<file path="src/hdl/osbr_pkg.sv">
// Shared types, operation codes and frame constants for the serial byte receiver.
package osbr_pkg;

   // Operation codes carried on the request tuser field
   typedef enum logic [2:0] {
      OP_ARM   = 3'd0,
      OP_START = 3'd1,
      OP_TICK  = 3'd2,
      OP_IDLE  = 3'd3,
      OP_READ  = 3'd4
   } op_type;

   localparam int BUF_DEPTH_DEFAULT = 8;

   localparam logic [4:0]  START_TICK     = 5'd1;
   localparam logic [4:0]  LAST_DATA_TICK = 5'd19;
   localparam logic [4:0]  STOP_TICK      = 5'd20;
   localparam logic [7:0]  TOP_BIT        = 8'h80;
   localparam logic [7:0]  TIMEOUT_RESET  = 8'd200;
   localparam logic [15:0] COUNT_MAX      = 16'hFFFF;

   localparam int REQ_DATA_W = 8;
   localparam int REQ_USER_W = 3;
   localparam int RSP_DATA_W = 40;

   // One word handed from the input register to the frame logic
   typedef struct packed {
      op_type     op;
      logic       line;
      logic [7:0] read_value;
   } step_type;

   // One result word
   typedef struct packed {
      logic [7:0]  read_data;
      logic        rx_done;
      logic        frame_error;
      logic [15:0] received_count;
      logic        byte_stored;
      logic [7:0]  byte_value;
      logic        byte_valid;
   } result_type;

endpackage

</file>
<file path="src/hdl/osbr_ram.sv">
// Generic single-write, single-read RAM with registered read data.
module osbr_ram #(
   parameter int WIDTH = 8,
   parameter int DEPTH = 8
) (
   input  logic                                   clock,
   input  logic                                   wr_en,
   input  logic [(DEPTH > 1 ? $clog2(DEPTH) : 1)-1:0] wr_addr,
   input  logic [WIDTH-1:0]                       wr_data,
   input  logic                                   rd_en,
   input  logic [(DEPTH > 1 ? $clog2(DEPTH) : 1)-1:0] rd_addr,
   output logic [WIDTH-1:0]                       rd_data
);

   logic [WIDTH-1:0] mem_ff [DEPTH];
   logic [WIDTH-1:0] rd_data_ff;

   // Write port
   always_ff @(posedge clock) begin
      if (wr_en) begin
         mem_ff[wr_addr] <= wr_data;
      end
   end

   // Read port, old data on a same-address write
   always_ff @(posedge clock) begin
      if (rd_en) begin
         rd_data_ff <= mem_ff[rd_addr];
      end
   end

   assign rd_data = rd_data_ff;

endmodule

</file>
<file path="src/hdl/osbr_frame.sv">
// Frame state, bit sampling, byte count and idle timeout for one word per cycle while go is high.
module osbr_frame import osbr_pkg::*; #(
   parameter int BUF_DEPTH = BUF_DEPTH_DEFAULT
) (
   input  logic                                       clock,
   input  logic                                       reset,
   input  logic                                       go,
   input  step_type                                   step,
   input  logic [7:0]                                 timeout_limit,
   output result_type                                 result,
   output logic                                       mem_we,
   output logic [(BUF_DEPTH > 1 ? $clog2(BUF_DEPTH) : 1)-1:0] mem_addr,
   output logic [7:0]                                 mem_data
);

   localparam int ADDR_W = BUF_DEPTH > 1 ? $clog2(BUF_DEPTH) : 1;

   logic [4:0]  tick_ff, tick_in, tick_next;
   logic [7:0]  shift_ff, shift_in;
   logic        running_ff, running_in;
   logic [15:0] total_ff, total_in;
   logic [7:0]  idle_ff, idle_in;

   // Compute next state and the result word
   always_comb begin
      tick_in    = tick_ff;
      shift_in   = shift_ff;
      running_in = running_ff;
      total_in   = total_ff;
      idle_in    = idle_ff;
      tick_next  = tick_ff + 5'd1;
      result     = '0;
      mem_we     = 1'b0;
      mem_addr   = ADDR_W'(total_ff);
      mem_data   = shift_ff;

      unique case (step.op)
         OP_ARM: begin
            idle_in    = '0;
            total_in   = '0;
            tick_in    = '0;
            running_in = 1'b0;
         end
         OP_START: begin
            if (!running_ff) begin
               running_in = 1'b1;
               tick_in    = '0;
            end
         end
         OP_TICK: begin
            if (running_ff) begin
               idle_in = 8'd1;
               tick_in = tick_next;
               priority if (tick_next == START_TICK) begin
                  if (!step.line) begin
                     shift_in = '0;
                  end
               end else if (tick_next < LAST_DATA_TICK) begin
                  // shift in a data bit on odd ticks, LSB first
                  if (tick_next[0]) begin
                     shift_in = (shift_ff >> 1) | (step.line ? TOP_BIT : 8'h00);
                  end
               end else if (tick_next == STOP_TICK) begin
                  running_in = 1'b0;
                  tick_in    = '0;
                  shift_in   = '0;
                  if (step.line) begin
                     result.byte_valid = 1'b1;
                     result.byte_value = shift_ff;
                     if (total_ff < 16'(BUF_DEPTH)) begin
                        mem_we             = 1'b1;
                        result.byte_stored = 1'b1;
                     end
                     if (total_ff != COUNT_MAX) begin
                        total_in = total_ff + 16'd1;
                     end
                  end else begin
                     result.frame_error = 1'b1;
                  end
               end else begin
                  // tick 19 and ticks past 20: count only
               end
            end
         end
         OP_IDLE: begin
            if (idle_ff != '0) begin
               if (idle_ff >= timeout_limit) begin
                  running_in     = 1'b0;
                  idle_in        = '0;
                  result.rx_done = 1'b1;
               end else begin
                  idle_in = idle_ff + 8'd1;
               end
            end
         end
         OP_READ: begin
            result.read_data = step.read_value;
         end
         default: begin
         end
      endcase

      result.received_count = total_in;
   end

   // Advance state when the word leaves the input register
   always_ff @(posedge clock) begin
      if (reset) begin
         tick_ff    <= '0;
         shift_ff   <= '0;
         running_ff <= 1'b0;
         total_ff   <= '0;
         idle_ff    <= '0;
      end else if (go) begin
         tick_ff    <= tick_in;
         shift_ff   <= shift_in;
         running_ff <= running_in;
         total_ff   <= total_in;
         idle_ff    <= idle_in;
      end
   end

endmodule

</file>
<file path="src/hdl/oversampled_serial_byte_receiver.sv">
// Top level of the oversampled serial byte receiver: channels, staging and buffer.
//
//   channel  direction  handshake              payload
//   req      in         req_tvalid/req_tready  tuser op, tdata samples and read index
//   rsp      out        rsp_tvalid/rsp_tready  tdata one result word per request word
//   csr      in         csr_valid/csr_ready    csr_data idle timeout limit
//
// From request accept to result valid a word passes an input register
// (buffer read issued at accept) and a result register.
// One word per cycle is accepted while the result side does not stall; the rate is set by the single frame-logic stage.
// Reset clears all control and frame state; the byte buffer is not cleared.
// A stalled result holds the input stage, which then holds req_tready low.
module oversampled_serial_byte_receiver import osbr_pkg::*; #(
   parameter int BUF_DEPTH = BUF_DEPTH_DEFAULT
) (
   input  logic                  clock,
   input  logic                  reset,
   input  logic                  req_tvalid,
   output logic                  req_tready,
   input  logic [REQ_USER_W-1:0] req_tuser,  // [2:0] op
   input  logic [REQ_DATA_W-1:0] req_tdata,  // [3:0] line_samples, [6:4] read_index
   output logic                  rsp_tvalid,
   input  logic                  rsp_tready,
   // [0] byte_valid, [8:1] byte_value, [9] byte_stored, [25:10] received_count,
   // [26] frame_error, [27] rx_done, [35:28] read_data
   output logic [RSP_DATA_W-1:0] rsp_tdata,
   input  logic                  csr_valid,
   output logic                  csr_ready,
   input  logic [7:0]            csr_data
);

   localparam int ADDR_W = BUF_DEPTH > 1 ? $clog2(BUF_DEPTH) : 1;

   logic             req_accept, s1_advance;
   logic             s1_valid_ff;
   logic [2:0]       s1_op_ff;
   logic             s1_line_ff;
   logic [2:0]       s1_idx_ff;
   logic             byp_hit_ff, byp_hit_in;
   logic [7:0]       byp_data_ff;
   logic             rsp_valid_ff;
   logic [RSP_DATA_W-1:0] rsp_data_ff;
   logic [7:0]       limit_ff;
   logic [ADDR_W-1:0] rd_addr;
   logic [7:0]       ram_rd_data;
   logic [7:0]       read_value;
   logic             mem_we;
   logic [ADDR_W-1:0] mem_addr;
   logic [7:0]       mem_data;
   step_type         step;
   result_type       result;

   // Handshake: input stage moves on when the result register is free or drains
   assign s1_advance = s1_valid_ff && (!rsp_valid_ff || rsp_tready);
   assign req_tready = !s1_valid_ff || s1_advance;
   assign req_accept = req_tvalid && req_tready;
   assign csr_ready  = 1'b1;

   // Forward a buffer write that lands on the address being read this edge
   assign rd_addr    = ADDR_W'(req_tdata[6:4]);
   assign byp_hit_in = mem_we && s1_advance && (mem_addr == rd_addr);

   // Hold the timeout limit
   always_ff @(posedge clock) begin
      if (reset) begin
         limit_ff <= TIMEOUT_RESET;
      end else if (csr_valid && csr_ready) begin
         limit_ff <= csr_data;
      end
   end

   // Input register
   always_ff @(posedge clock) begin
      if (reset) begin
         s1_valid_ff <= 1'b0;
      end else if (req_tready) begin
         s1_valid_ff <= req_tvalid;
      end
   end

   always_ff @(posedge clock) begin
      if (req_accept) begin
         s1_op_ff    <= req_tuser;
         s1_line_ff  <= |req_tdata[3:0];
         s1_idx_ff   <= req_tdata[6:4];
         byp_hit_ff  <= byp_hit_in;
         byp_data_ff <= mem_data;
      end
   end

   osbr_ram #(
      .WIDTH(8),
      .DEPTH(BUF_DEPTH)
   ) u_buf (
      .clock  (clock),
      .wr_en  (mem_we && s1_advance),
      .wr_addr(mem_addr),
      .wr_data(mem_data),
      .rd_en  (req_accept),
      .rd_addr(rd_addr),
      .rd_data(ram_rd_data)
   );

   // Drop reads beyond the buffer
   always_comb begin
      read_value = '0;
      if (9'(s1_idx_ff) < 9'(BUF_DEPTH)) begin
         read_value = byp_hit_ff ? byp_data_ff : ram_rd_data;
      end
   end

   assign step.op         = op_type'(s1_op_ff);
   assign step.line       = s1_line_ff;
   assign step.read_value = read_value;

   osbr_frame #(
      .BUF_DEPTH(BUF_DEPTH)
   ) u_frame (
      .clock        (clock),
      .reset        (reset),
      .go           (s1_advance),
      .step         (step),
      .timeout_limit(limit_ff),
      .result       (result),
      .mem_we       (mem_we),
      .mem_addr     (mem_addr),
      .mem_data     (mem_data)
   );

   // Result register
   always_ff @(posedge clock) begin
      if (reset) begin
         rsp_valid_ff <= 1'b0;
      end else if (!rsp_valid_ff || rsp_tready) begin
         rsp_valid_ff <= s1_valid_ff;
      end
   end

   always_ff @(posedge clock) begin
      if (s1_advance) begin
         rsp_data_ff <= RSP_DATA_W'(result);
      end
   end

   assign rsp_tvalid = rsp_valid_ff;
   assign rsp_tdata  = rsp_data_ff;

`ifndef NO_ASSERTIONS
   a_stored_needs_valid: assert property (@(posedge clock) disable iff (reset)
      rsp_tvalid |-> (!rsp_tdata[9] || rsp_tdata[0]))
      else $error("byte stored without a valid byte");

   a_valid_excludes_error: assert property (@(posedge clock) disable iff (reset)
      rsp_tvalid |-> !(rsp_tdata[0] && rsp_tdata[26]))
      else $error("good byte and frame error in one word");

   a_arm_clears_count: assert property (@(posedge clock) disable iff (reset)
      (s1_advance && s1_op_ff == OP_ARM) |=> (rsp_tdata[25:10] == 16'd0))
      else $error("arm did not clear the byte count");

   a_empty_stage_ready: assert property (@(posedge clock) disable iff (reset)
      !s1_valid_ff |-> req_tready)
      else $error("empty input stage not ready");
`endif

endmodule

</file>
<file path="config.mk">
export PLATFORM = sky130hd
export DESIGN_NAME = oversampled_serial_byte_receiver
export DESIGN_NICKNAME = d
export VERILOG_FILES = /design/src/hdl/osbr_pkg.sv /design/src/hdl/osbr_ram.sv /design/src/hdl/osbr_frame.sv /design/src/hdl/oversampled_serial_byte_receiver.sv
export SDC_FILE = /design/constraint.sdc
export NUM_CORES = 1
export LEC_CHECK = 0
export BUFFER_PORTS_ARGS = -buffer_cell sky130_fd_sc_hd__buf_2
export CORE_MARGIN = 3
export CORE_UTILIZATION = 50
export CTS_BUF_LIST = sky130_fd_sc_hd__clkbuf_4
export DETAILED_ROUTE_END_ITERATION = 10
export PLACE_DENSITY = 0.72
export SYNTH_ARGS = -nofsm -noshare
export SYNTH_HDL_FRONTEND = slang
export SYNTH_HIERARCHICAL = 1
export SYNTH_SLANG_ARGS = --single-unit
</file>
<file path="constraint.sdc">
create_clock -name clock -period 9.5 [get_ports clock]
set_input_delay 2.85 -clock clock [delete_from_list [all_inputs] [get_ports clock]]
set_output_delay 2.85 -clock clock [all_outputs]
set_load 0.02 [all_outputs]
</file>
# Word level (Yosys, flattened, before mapping)
# Memory sizes are Yosys's and may differ from the RTL's. A register that Yosys moved wholly into a read port is not among the register bits.
# Cells that the tools add are included.
# Widths: inputs -> output; s select.
word_totals:
  mem_count: 1
  reg_bits: 97
  ram_bits: 64
mem_list:
  columns: ["memory", "words", "width", "rd", "rd_ports_with_merged_regs", "wr", "line_no", "text"]
  rows:
  - ["u_buf.mem_ff", 8, 8, 1, 1, 1, "osbr_ram.sv:15", "logic [WIDTH-1:0] mem_ff [DEPTH];"]
op_classes:
  n_addsub: 3
  n_eq_ne: 14
  n_lt_le_gt_ge: 3
  bitwise_logic: 5
  reduce_logical: 22
  n_mux: 43
op_table:
  columns: ["cell", "n"]
  rows:
  - ["$mux 16", 6]
  - ["$mux 8", 10]
  - ["$pmux 16 s2", 1]
  - ["$mux 5", 5]
  - ["$pmux 8 s3", 1]
  - ["$mux 1", 18]
  - ["$add 16x1->16 const B", 1]
  - ["$lt 16x4->1 const B", 1]
  - ["$ne 16x16->1 const B", 1]
  - ["$pmux 5 s3", 1]
  - ["$reduce_and 4->1", 3]
  - ["$reduce_bool 3->1", 3]
  - ["$add 8x1->8 const B", 1]
  - ["$ge 8x8->1", 1]
  - ["$or 7x8->8", 1]
  - ["$reduce_bool 8->1", 1]
  - ["$eq 3x2->1 const B", 2]
  - ["$ne 2x1->1 const B", 3]
  - ["$reduce_and 6->1", 1]
  - ["$reduce_or 6->1", 1]
  - ["$add 5x1->5 const B", 1]
  - ["$eq 5x1->1 const B", 1]
  - ["$eq 5x5->1 const B", 1]
  - ["$lt 5x5->1 const B", 1]
  - ["other kinds (15)", 24]

# Depth between registers and ports, before layout
# Gate-level depths: netlist of run 1.
depth:
  depth_word: 11
  ltp_mapped: 11
  ltp_nobuf: 9

# Modules after synthesis
# The synthesis of run 1 kept the hierarchy.
modules_own_cells:
  columns: ["mod", "area_each_um2", "cells_each", "n_inst"]
  rows:
  - ["osbr_frame", 3090.5, 423, 1]
  - ["osbr_ram", 2771.4, 114, 1]
  - ["oversampled_serial_byte_receiver", 2031.9, 108, 1]

# Worst setup path before layout of run 1
# Ideal clock, no wire load.
synth_path:
  kind: "input port to output port"
  from: "input port rsp_tready"
  to: "output port req_tready"
  arrival_ps: 3176
  path_slack_ps: 3474
  stages: 2
  required_ps: 6650
  path_cell_list: "nor2b_1 -> nand2_1"
synth_between:
  elab_chain_len: 3
synth_lines:
  columns: ["item", "line_no", "text"]
  rows:
  - ["start, declared", "oversampled_serial_byte_receiver.sv:23", "input logic rsp_tready,"]
  - ["$logic_or 1x1->1", "oversampled_serial_byte_receiver.sv:54", "assign s1_advance = s1_valid_ff && (!rsp_valid_ff || rsp_tready);"]
  - ["$logic_and 1x1->1", "oversampled_serial_byte_receiver.sv:54", null]
  - ["$logic_or 1x1->1", "oversampled_serial_byte_receiver.sv:55", "assign req_tready = !s1_valid_ff || s1_advance;"]
  - ["end, declared", "oversampled_serial_byte_receiver.sv:19", "output logic req_tready,"]
# Every way passes these cells.

# Worst setup path in the final report of run 1
# Ends and elaborated chain as after synthesis.

==> metrics.md, run 1 <==
| Metric | Value |
|---|---|
| Sort of element at the start of the critical path | input port |
| Cell Area, Placed | 0.00823 mm2 |
| Cell count after synthesis | 645 |
| Routed WL per cell | ~18 um |
| Post-synth design cell area | 0.00789 mm2 |
| Seq/Total Area, Yosys | 0.582 |
| Number of flip-flops and latches in the synthesized netlist | 169 |
| Via count of the first global-routing pass | between 5000 and 6000 |
| Final Routed Wirelength | ~17000 um |
| Max Slew Vio Count | 0 |
| Combinational fraction of design power | 0.050 |
| Insertion delay of the later-clocked pin in the worst-skew pair | 580 ps |
| Post-synth EDFFs | 121 |
| Timing-limited maximum frequency | 0.160 GHz |
| Worst-path clk slew | about 140 ps |
| Via Count | between 5000 and 6000 |
| Top flip-flop cell by instance count after synthesis | edfxtp_1 |
| Cell mode on critical path | buf_2 |
| Reg-to-reg critical path endpoint | u_buf/mem_ff[4][4] |
| Run status | finished, final reports clean |
| Setup Total Neg Slack | 0 ps |
| Overall die height | roughly 130 um |
| Arrival time of data at the critical path endpoint | 3390 ps |
| Synthesis-to-layout area growth | 8.54% |
| Quantity of hold-fixing buffers added after cts | 0 |
| Fin Clk Skew | 29.7 ps |
| Final ANT Viol Nets | 0 |
| Worst-case hold path end point | limit_ff[1] |
| Pin count of the biggest net entering global routing | 42 |
| Global-route total usage across every layer | 0.193 |
| Multi-input logic area | 0.00299 mm2 |
| Count of buffers inserted at the top-level ports | 60 |
| Crit path buf inv count | 2 |
| Tightest Pin Transition | around 1200 ps |
| Family with the most delay on the worst path | simple AND/OR/NAND/NOR gates |
| Maximum cell stage delay along the critical path | 180 ps |
| Level count of the clock H-tree | 4 |
| Count of fill cells added during filler insertion | around 1300 |
| Mean cell area of the mapped netlist | 12.2 um2 |
| Critical path start-end classification | input port to output port |
| # IOs | 67 |
| Tightest slew margin relative to the limit | 0.192 |
| Max_cap viols | 0 |
| Total grt overflow | 0 |
| DIE WIDTH | 132 um |
| Top area cells in the synthesized netlist | edfxtp_1 46%, dfxtp_1 12%, mux4_1 5.0% |
| Number of buffers added by the clock tree synthesis step | 17 |
| Reg2Reg Setup Slack | slightly below 5000 ps |
| Placeable core region | approximately 0.015 mm2 |
| Effective utilization at floorplan | 0.515 |
| Total internal power | 1030 uW |
| Hpwl dp | 11300 um |
| Shortest clock period the worst path allows after layout | about 6200 ps |
| Sw Share | 0.232 |
| Reg-to-reg startpoint | u_frame/tick_ff[0] |
| CP Capture Type | output port |
| Clock power share | 0.353 |
| Area share of the largest cell type after synthesis | 0.460 |
| Switching Power | 313 uW |
| Peak VDD IR | 0.0000836 V |
| Global-route wire length before repair | 26500 um |
| Final weighted congestion in routability-driven placement | 0.899 |
| Final setup violation count | 0 |
| Fin area | 0.00857 mm2 |
| Ordered list of cells on the worst path | buf_2 -> nor2b_1 -> nand2_1 -> buf_2 |
| Unrepaired setup endpoints after global routing | no |
| Worst hold path class | flop to flop |
| Final net count | 725 |
| Postcts setup bufs | 0 |
| Hold Path Depth | 2 |
| Drt drc | 0 |
| Max Root-Sink Buffers | 2 |
| Share of the cycle needed by the critical path after routing | 0.657 |
| Leak Pwr | 0.00326 uW |
| First-iteration detailed-routing DRC count | 536 |
| Critical-path cell with the highest stage delay | nor2b_1 |
| Length in cells of the worst reg-to-reg path | 9 |
| Distinct cells, synth | 74 |
| Die Outline Area | 0.0173 mm2 |
| Length of the first detailed-routing pass in iterations | 5 |
| Power density relative to cell area | 157 mW/mm2 |
| Area leader, netlist | edfxtp_1 |
| Fraction of final layout cells sized beyond drive strength 1 | 0.180 |
| Antenna cells | 0 |
| Tightest hold margin | 520 ps |
| Number of warnings reported in the yosys synthesis log | 6 |
| Required time at the worst-slack endpoint | around 6700 ps |
| HP Start | limit_ff[1] |
| Area used by sequential logic in the layout | between 0.004 and 0.005 mm2 |
| Final Hold Fails | 0 |
| Num rows | 45 |
| Detailed-route vias per instance | 5.83 |
| Initial antenna violation count | 0 |
| Cell chosen for the clock root | clkbuf_4 |
| CTS tree | yes |
| Biggest fanout along the worst timing path | 3 |
| Share of power burned in registers | 0.597 |
| Share of synthesized registers carrying an async set or reset | 0 |
| Number of gates given a new drive strength after cts | 0 |
| CTS sink count | approximately 170 |
-- metrics by stage --
stage | utilization | setup WS, ps | power [uW] | cells
2_1_floorplan | - | 3470 | 868 | 648
3_3_place_gp | 0.537 | 3290 | 886 | 879
3_5_place_dp | 0.537 | 3260 | 888 | 879
4_1_cts | 0.559 | 3250 | 1360 | 911
5_1_grt | 0.559 | 3200 | 1390 | 911
6_report | 0.559 | 3260 | 1350 | 911
-- worst min-delay path: cells and delay by family (launching register included) --
kind	cells	cell delay [ps]
flip-flops	1	350
multiplexers	1	60
AND/OR/NAND/NOR	1	80
-- flip-flops by register name, summed over array words and instances, names as in the netlist, 3 cells and up --
signal and flops:
limit_ff 8, u_frame/total_ff 16, s1_op_ff 3, u_frame/idle_ff 8, u_buf/rd_data 8, u_frame/mem_data 8
byp_data_ff 8, u_buf/mem_ff 64, u_frame/tick_ff 5, rsp_tdata 36
-- layout by cell type (no fill, tap or decap), types with 16 or more instances in the layout --
master	instances
and2_1	18
clkbuf_4	17
mux2_2	16
nand2_1	59
inv_1	17
a21oi_1	27
nor3_1	16
nor2_1	59
buf_2	60
dfxtp_1	48
nand4_1	16
nand3_1	16
edfxtp_1	121
mux2i_1	16
-- cell type report --
type | count | area share
multi-input cells | 419 | 0.349
repair buffers | 62 | 0.0368
inverters | 18 | 0.00789
flip-flops and latches | 169 | 0.536
well taps | 211 | 0.0308
clock buffers | 17 | 0.0149
clock inverters | 15 | 0.0247
-- layer usage --
metal / wire length [um] / share of wire / GRT usage
met3: 1140 / 0.069 / 0.0413
met4: 301 / 0.018 / 0.0706
met1: 7420 / 0.45 / 0.265
met2: 7680 / 0.46 / 0.306
met5: 0 / 0 / 0
-- cell families (layout without fill, tap and decap cells) --
kind of cell | Yosys count | in the layout | synth area share
flip-flops | 169 | 169 | 0.582
AO/OA/AOI/OAI | 97 | 97 | 0.0851
multiplexers | 49 | 49 | 0.0973
XOR/XNOR | 14 | 14 | 0.0155
other | 2 | 5 | 0.000951
adder cells (fa/ha/maj) | 14 | 14 | 0.0222
AND/OR/NAND/NOR | 240 | 240 | 0.156
buffers and inverters | 60 | 112 | 0.0411
-- synth_stat cells (all sizes together), types with 3 or more instances --
cell type,count
inv,17
nand4,16
nor3b,3
o211ai,3
xor2,9
mux2i,16
a31oi,5
nor3,16
or4,5
mux2,17
nand2,59
ha,14
o21ai,17
a21oi,28
o31ai,5
and2,19
nor2b,8
and3,7
dfxtp,48
nor4,4
and4,6
a211o,3
mux4,16
clkbuf,14
a21o,5
nand2b,5
xnor2,5
nor2,59
edfxtp,121
or3,8
a211oi,8
nand3,17
buf,28
nor4b,3
-- power by group through the flow --
stage / sequential [uW] / combinational, uW / clock (uW)
floorplan: 828 / 40.4 / 0
global placement: 820 / 65.7 / 0
detailed placement: 821 / 67.1 / 0
CTS: 804 / 67.4 / 485
global route: 806 / 72.6 / 515
finish: 804 / 67.5 / 476
-- worst max path at each step --
stage	startpoint	to	slack [ps]	cells past startpoint
3_5_place_dp	rsp_tready	req_tready	3260	4
3_3_place_gp	rsp_tready	req_tready	3290	4
6_report	rsp_tready	req_tready	3260	4
2_1_floorplan	rsp_tready	req_tready	3470	2
4_1_cts	rsp_tready	req_tready	3250	4
5_1_grt	rsp_tready	req_tready	3200	4
No activity file was read; power rests on OpenSTA's default activity.
==> run 2: changes to the inputs <==
Settings changed: PLACE_DENSITY 0.72 to 0.74.
Clock period 9.5 ns to 5 ns, I/O delays scaled along.
==> metrics.md, run 2 (synthesis results as in run 1) <==
| Metric | Value |
|---|---|
| First-iteration detailed-routing DRC count | 544 (+1.5%) |
| Hpwl dp | 11200 um (-0.98%) |
| Pin count of the biggest net entering global routing | 41 (-2.4%) |
| Quantity of hold-fixing buffers added after cts | 0 (unchanged) |
| Fraction of final layout cells sized beyond drive strength 1 | 0.186 (+0.00608) |
| Placeable core region | 0.0153 mm2 (unchanged) |
| Effective utilization at floorplan | 0.515 (unchanged) |
| Flip-flop count of the largest register after layout | 64 (unchanged) |
| Final ANT Viol Nets | 0 (unchanged) |
| Drt drc | 0 (unchanged) |
| Via Count | 5315 (+0.038%) |
| Shortest clock period the worst path allows after layout | 3740 ps |
| Number of gates given a new drive strength after cts | 0 (unchanged) |
| DIE WIDTH | 132 um (unchanged) |
| Synthesis-to-layout area growth | 8.56% (about the same) |
| Timing-limited maximum frequency | 0.267 GHz |
| Cell mode on critical path | nand2_1 |
| Length of the first detailed-routing pass in iterations | 6 (+1) |
| CP Capture Type | flop |
| # IOs | 67 (unchanged) |
| Final setup violation count | 0 (unchanged) |
| Overall die height | 132 um (unchanged) |
| Num rows | 45 (unchanged) |
| Die Outline Area | 0.0173 mm2 (unchanged) |
| Postcts setup bufs | 0 (unchanged) |
| Tightest slew margin relative to the limit | 0.325 (+0.132) |
| Insertion delay of the later-clocked pin in the worst-skew pair | 570 ps (about the same) |
| Detailed-route vias per instance | 5.81 (-0.40%) |
| Final weighted congestion in routability-driven placement | 0.910 (+1.3%) |
| Leak Pwr | 0.00319 uW (-2.0%) |
| Peak VDD IR | 0.000158 V (+89%) |
| Global-route wire length before repair | 26600 um (+0.26%) |
| Max Slew Vio Count | 0 (unchanged) |
| Total grt overflow | 0 (unchanged) |
| Count of buffers inserted at the top-level ports | 60 (unchanged) |
| Overall power | 2490 uW (+85%) |
| Unrepaired setup endpoints after global routing | no |
| Final net count | 729 (+0.55%) |
| Max_cap viols | 0 (unchanged) |
| Setup Total Neg Slack | 0 ps (unchanged) |
| Initial antenna violation count | 0 (unchanged) |
| Largest register by flop count | u_buf/mem_ff |
| Ordered list of cells on the worst path | ha_1 -> nor3b_1 -> a31o_2 -> nand2_1 -> nor3_1 -> buf_4 -> and4_1 -> and3_1 -> nand2_1 -> nor2_1 |
| Critical-path cell with the highest stage delay | nor2_1 |
| Family with the most delay on the worst path | simple AND/OR/NAND/NOR gates |
| CTS sink count | 169 (unchanged) |
| Cell chosen for the clock root | clkbuf_4 |
| Arrival time of data at the critical path endpoint | 3930 ps (+540 ps) |
| Fin Clk Skew | 27.6 ps (-2.03 ps) |
| Antenna cells | 0 (unchanged) |
| Maximum cell stage delay along the critical path | 700 ps (+520 ps) |
| Crit path buf inv count | 1 (-1) |
| Worst-path clk slew | 150 ps (about the same) |
| Sort of element at the start of the critical path | flop |
| Routed WL per cell | 17.9 um (-1.6%) |
| Via count of the first global-routing pass | 5187 (-0.12%) |
| Biggest fanout along the worst timing path | 11 (+8) |
| Level count of the clock H-tree | 4 (unchanged) |
| CTS tree | yes |
| Required time at the worst-slack endpoint | 5190 ps (-1460 ps) |
| Final Routed Wirelength | 16300 um (-1.2%) |
| Tightest Pin Transition | 1010 ps (-189 ps) |
| Critical path start-end classification | flop to flop |
| Max Root-Sink Buffers | 2 (unchanged) |
| Number of buffers added by the clock tree synthesis step | 17 (unchanged) |
| Worst hold path class | flop to flop |
| Power density relative to cell area | 290 mW/mm2 (+85%) |
| Most common library cell in the layout ignoring fill and taps | edfxtp_1 |
| Share of the cycle needed by the critical path after routing | 0.748 |
| Final Hold Fails | 0 (unchanged) |
| Commonest non-fill, non-tap cells in the layout | 121 x edfxtp_1, 60 x buf_2, 59 x nand2_1, 59 x nor2_1, 48 x dfxtp_1 |
| Run status | finished, final reports clean |
| Global-route total usage across every layer | 0.192 (-0.00114) |
## run 2: cell types whose count changed in the layout (fill, tap and decap cells not counted)
cell / previous run / this run
clkinvlp_4: 1 / 4
clkinv_1: 2 / 1
inv_8: 2 / 4
buf_4: 2 / 6
bufinv_16: 4 / 2
inv_6: 4 / 3
clkinv_4: 2 / 0
clkinv_8: 0 / 1
## run 2: metrics by stage
stage | std cells | hold WS, ps | utilization | worst slack (ps) | instance area [um2]
finish | 915 | 516 | 0.560 | 1260 | 8570
global route | 915 | 587 | 0.560 | 978 | 8570
CTS | 915 | 521 | 0.560 | 1320 | 8570
detailed placement | 883 | 486 | 0.539 | 1330 | 8260
global placement | 883 | 478 | 0.539 | 1400 | 8260
floorplan | 648 | 460 | - | 756 | 7910
## run 2: path summary, 6_finish.rpt
path | slack [ps] | end | cells after the start | from
max | 1260 | u_buf/mem_ff[6][0] | 10 | u_frame/tick_ff[1]
min | 520 | limit_ff[4] | 2 | limit_ff[4]
max reg2reg | 1260 | u_buf/mem_ff[6][0] | 10 | u_frame/tick_ff[1]
min reg2reg | 520 | limit_ff[4] | 2 | limit_ff[4]
## run 2: metal layers
metal	track usage	vias to the layer above	wire, um
met2	0.303	216	7530
met5	0	-	0
met3	0.0413	28	1080
met4	0.0665	0	290
met1	0.266	2566	7440
li1	-	2505	-
## run 2: tightest hold or removal path, cell delays in order (launching register included)
cell     delay [ps]
dfxtp_1         360
mux2i_1          70
nor2_1           70
## run 2: report_power, final
group / total, uW / internal (uW) / switching, uW
clock: 834 / 317 / 517
combinational: 128 / 43.3 / 84.6
sequential: 1530 / 1510 / 13.9
total: 2490 / 1870 / 615
## run 2: layout make-up
type	instances	area, um2
sequential	169	4590
fill	1281	6750
clock inverter	15	183
clock buffer	17	128
multi-input combinational	419	2990
inverter	18	67.6
timing repair buffer	66	345
tap	211	264
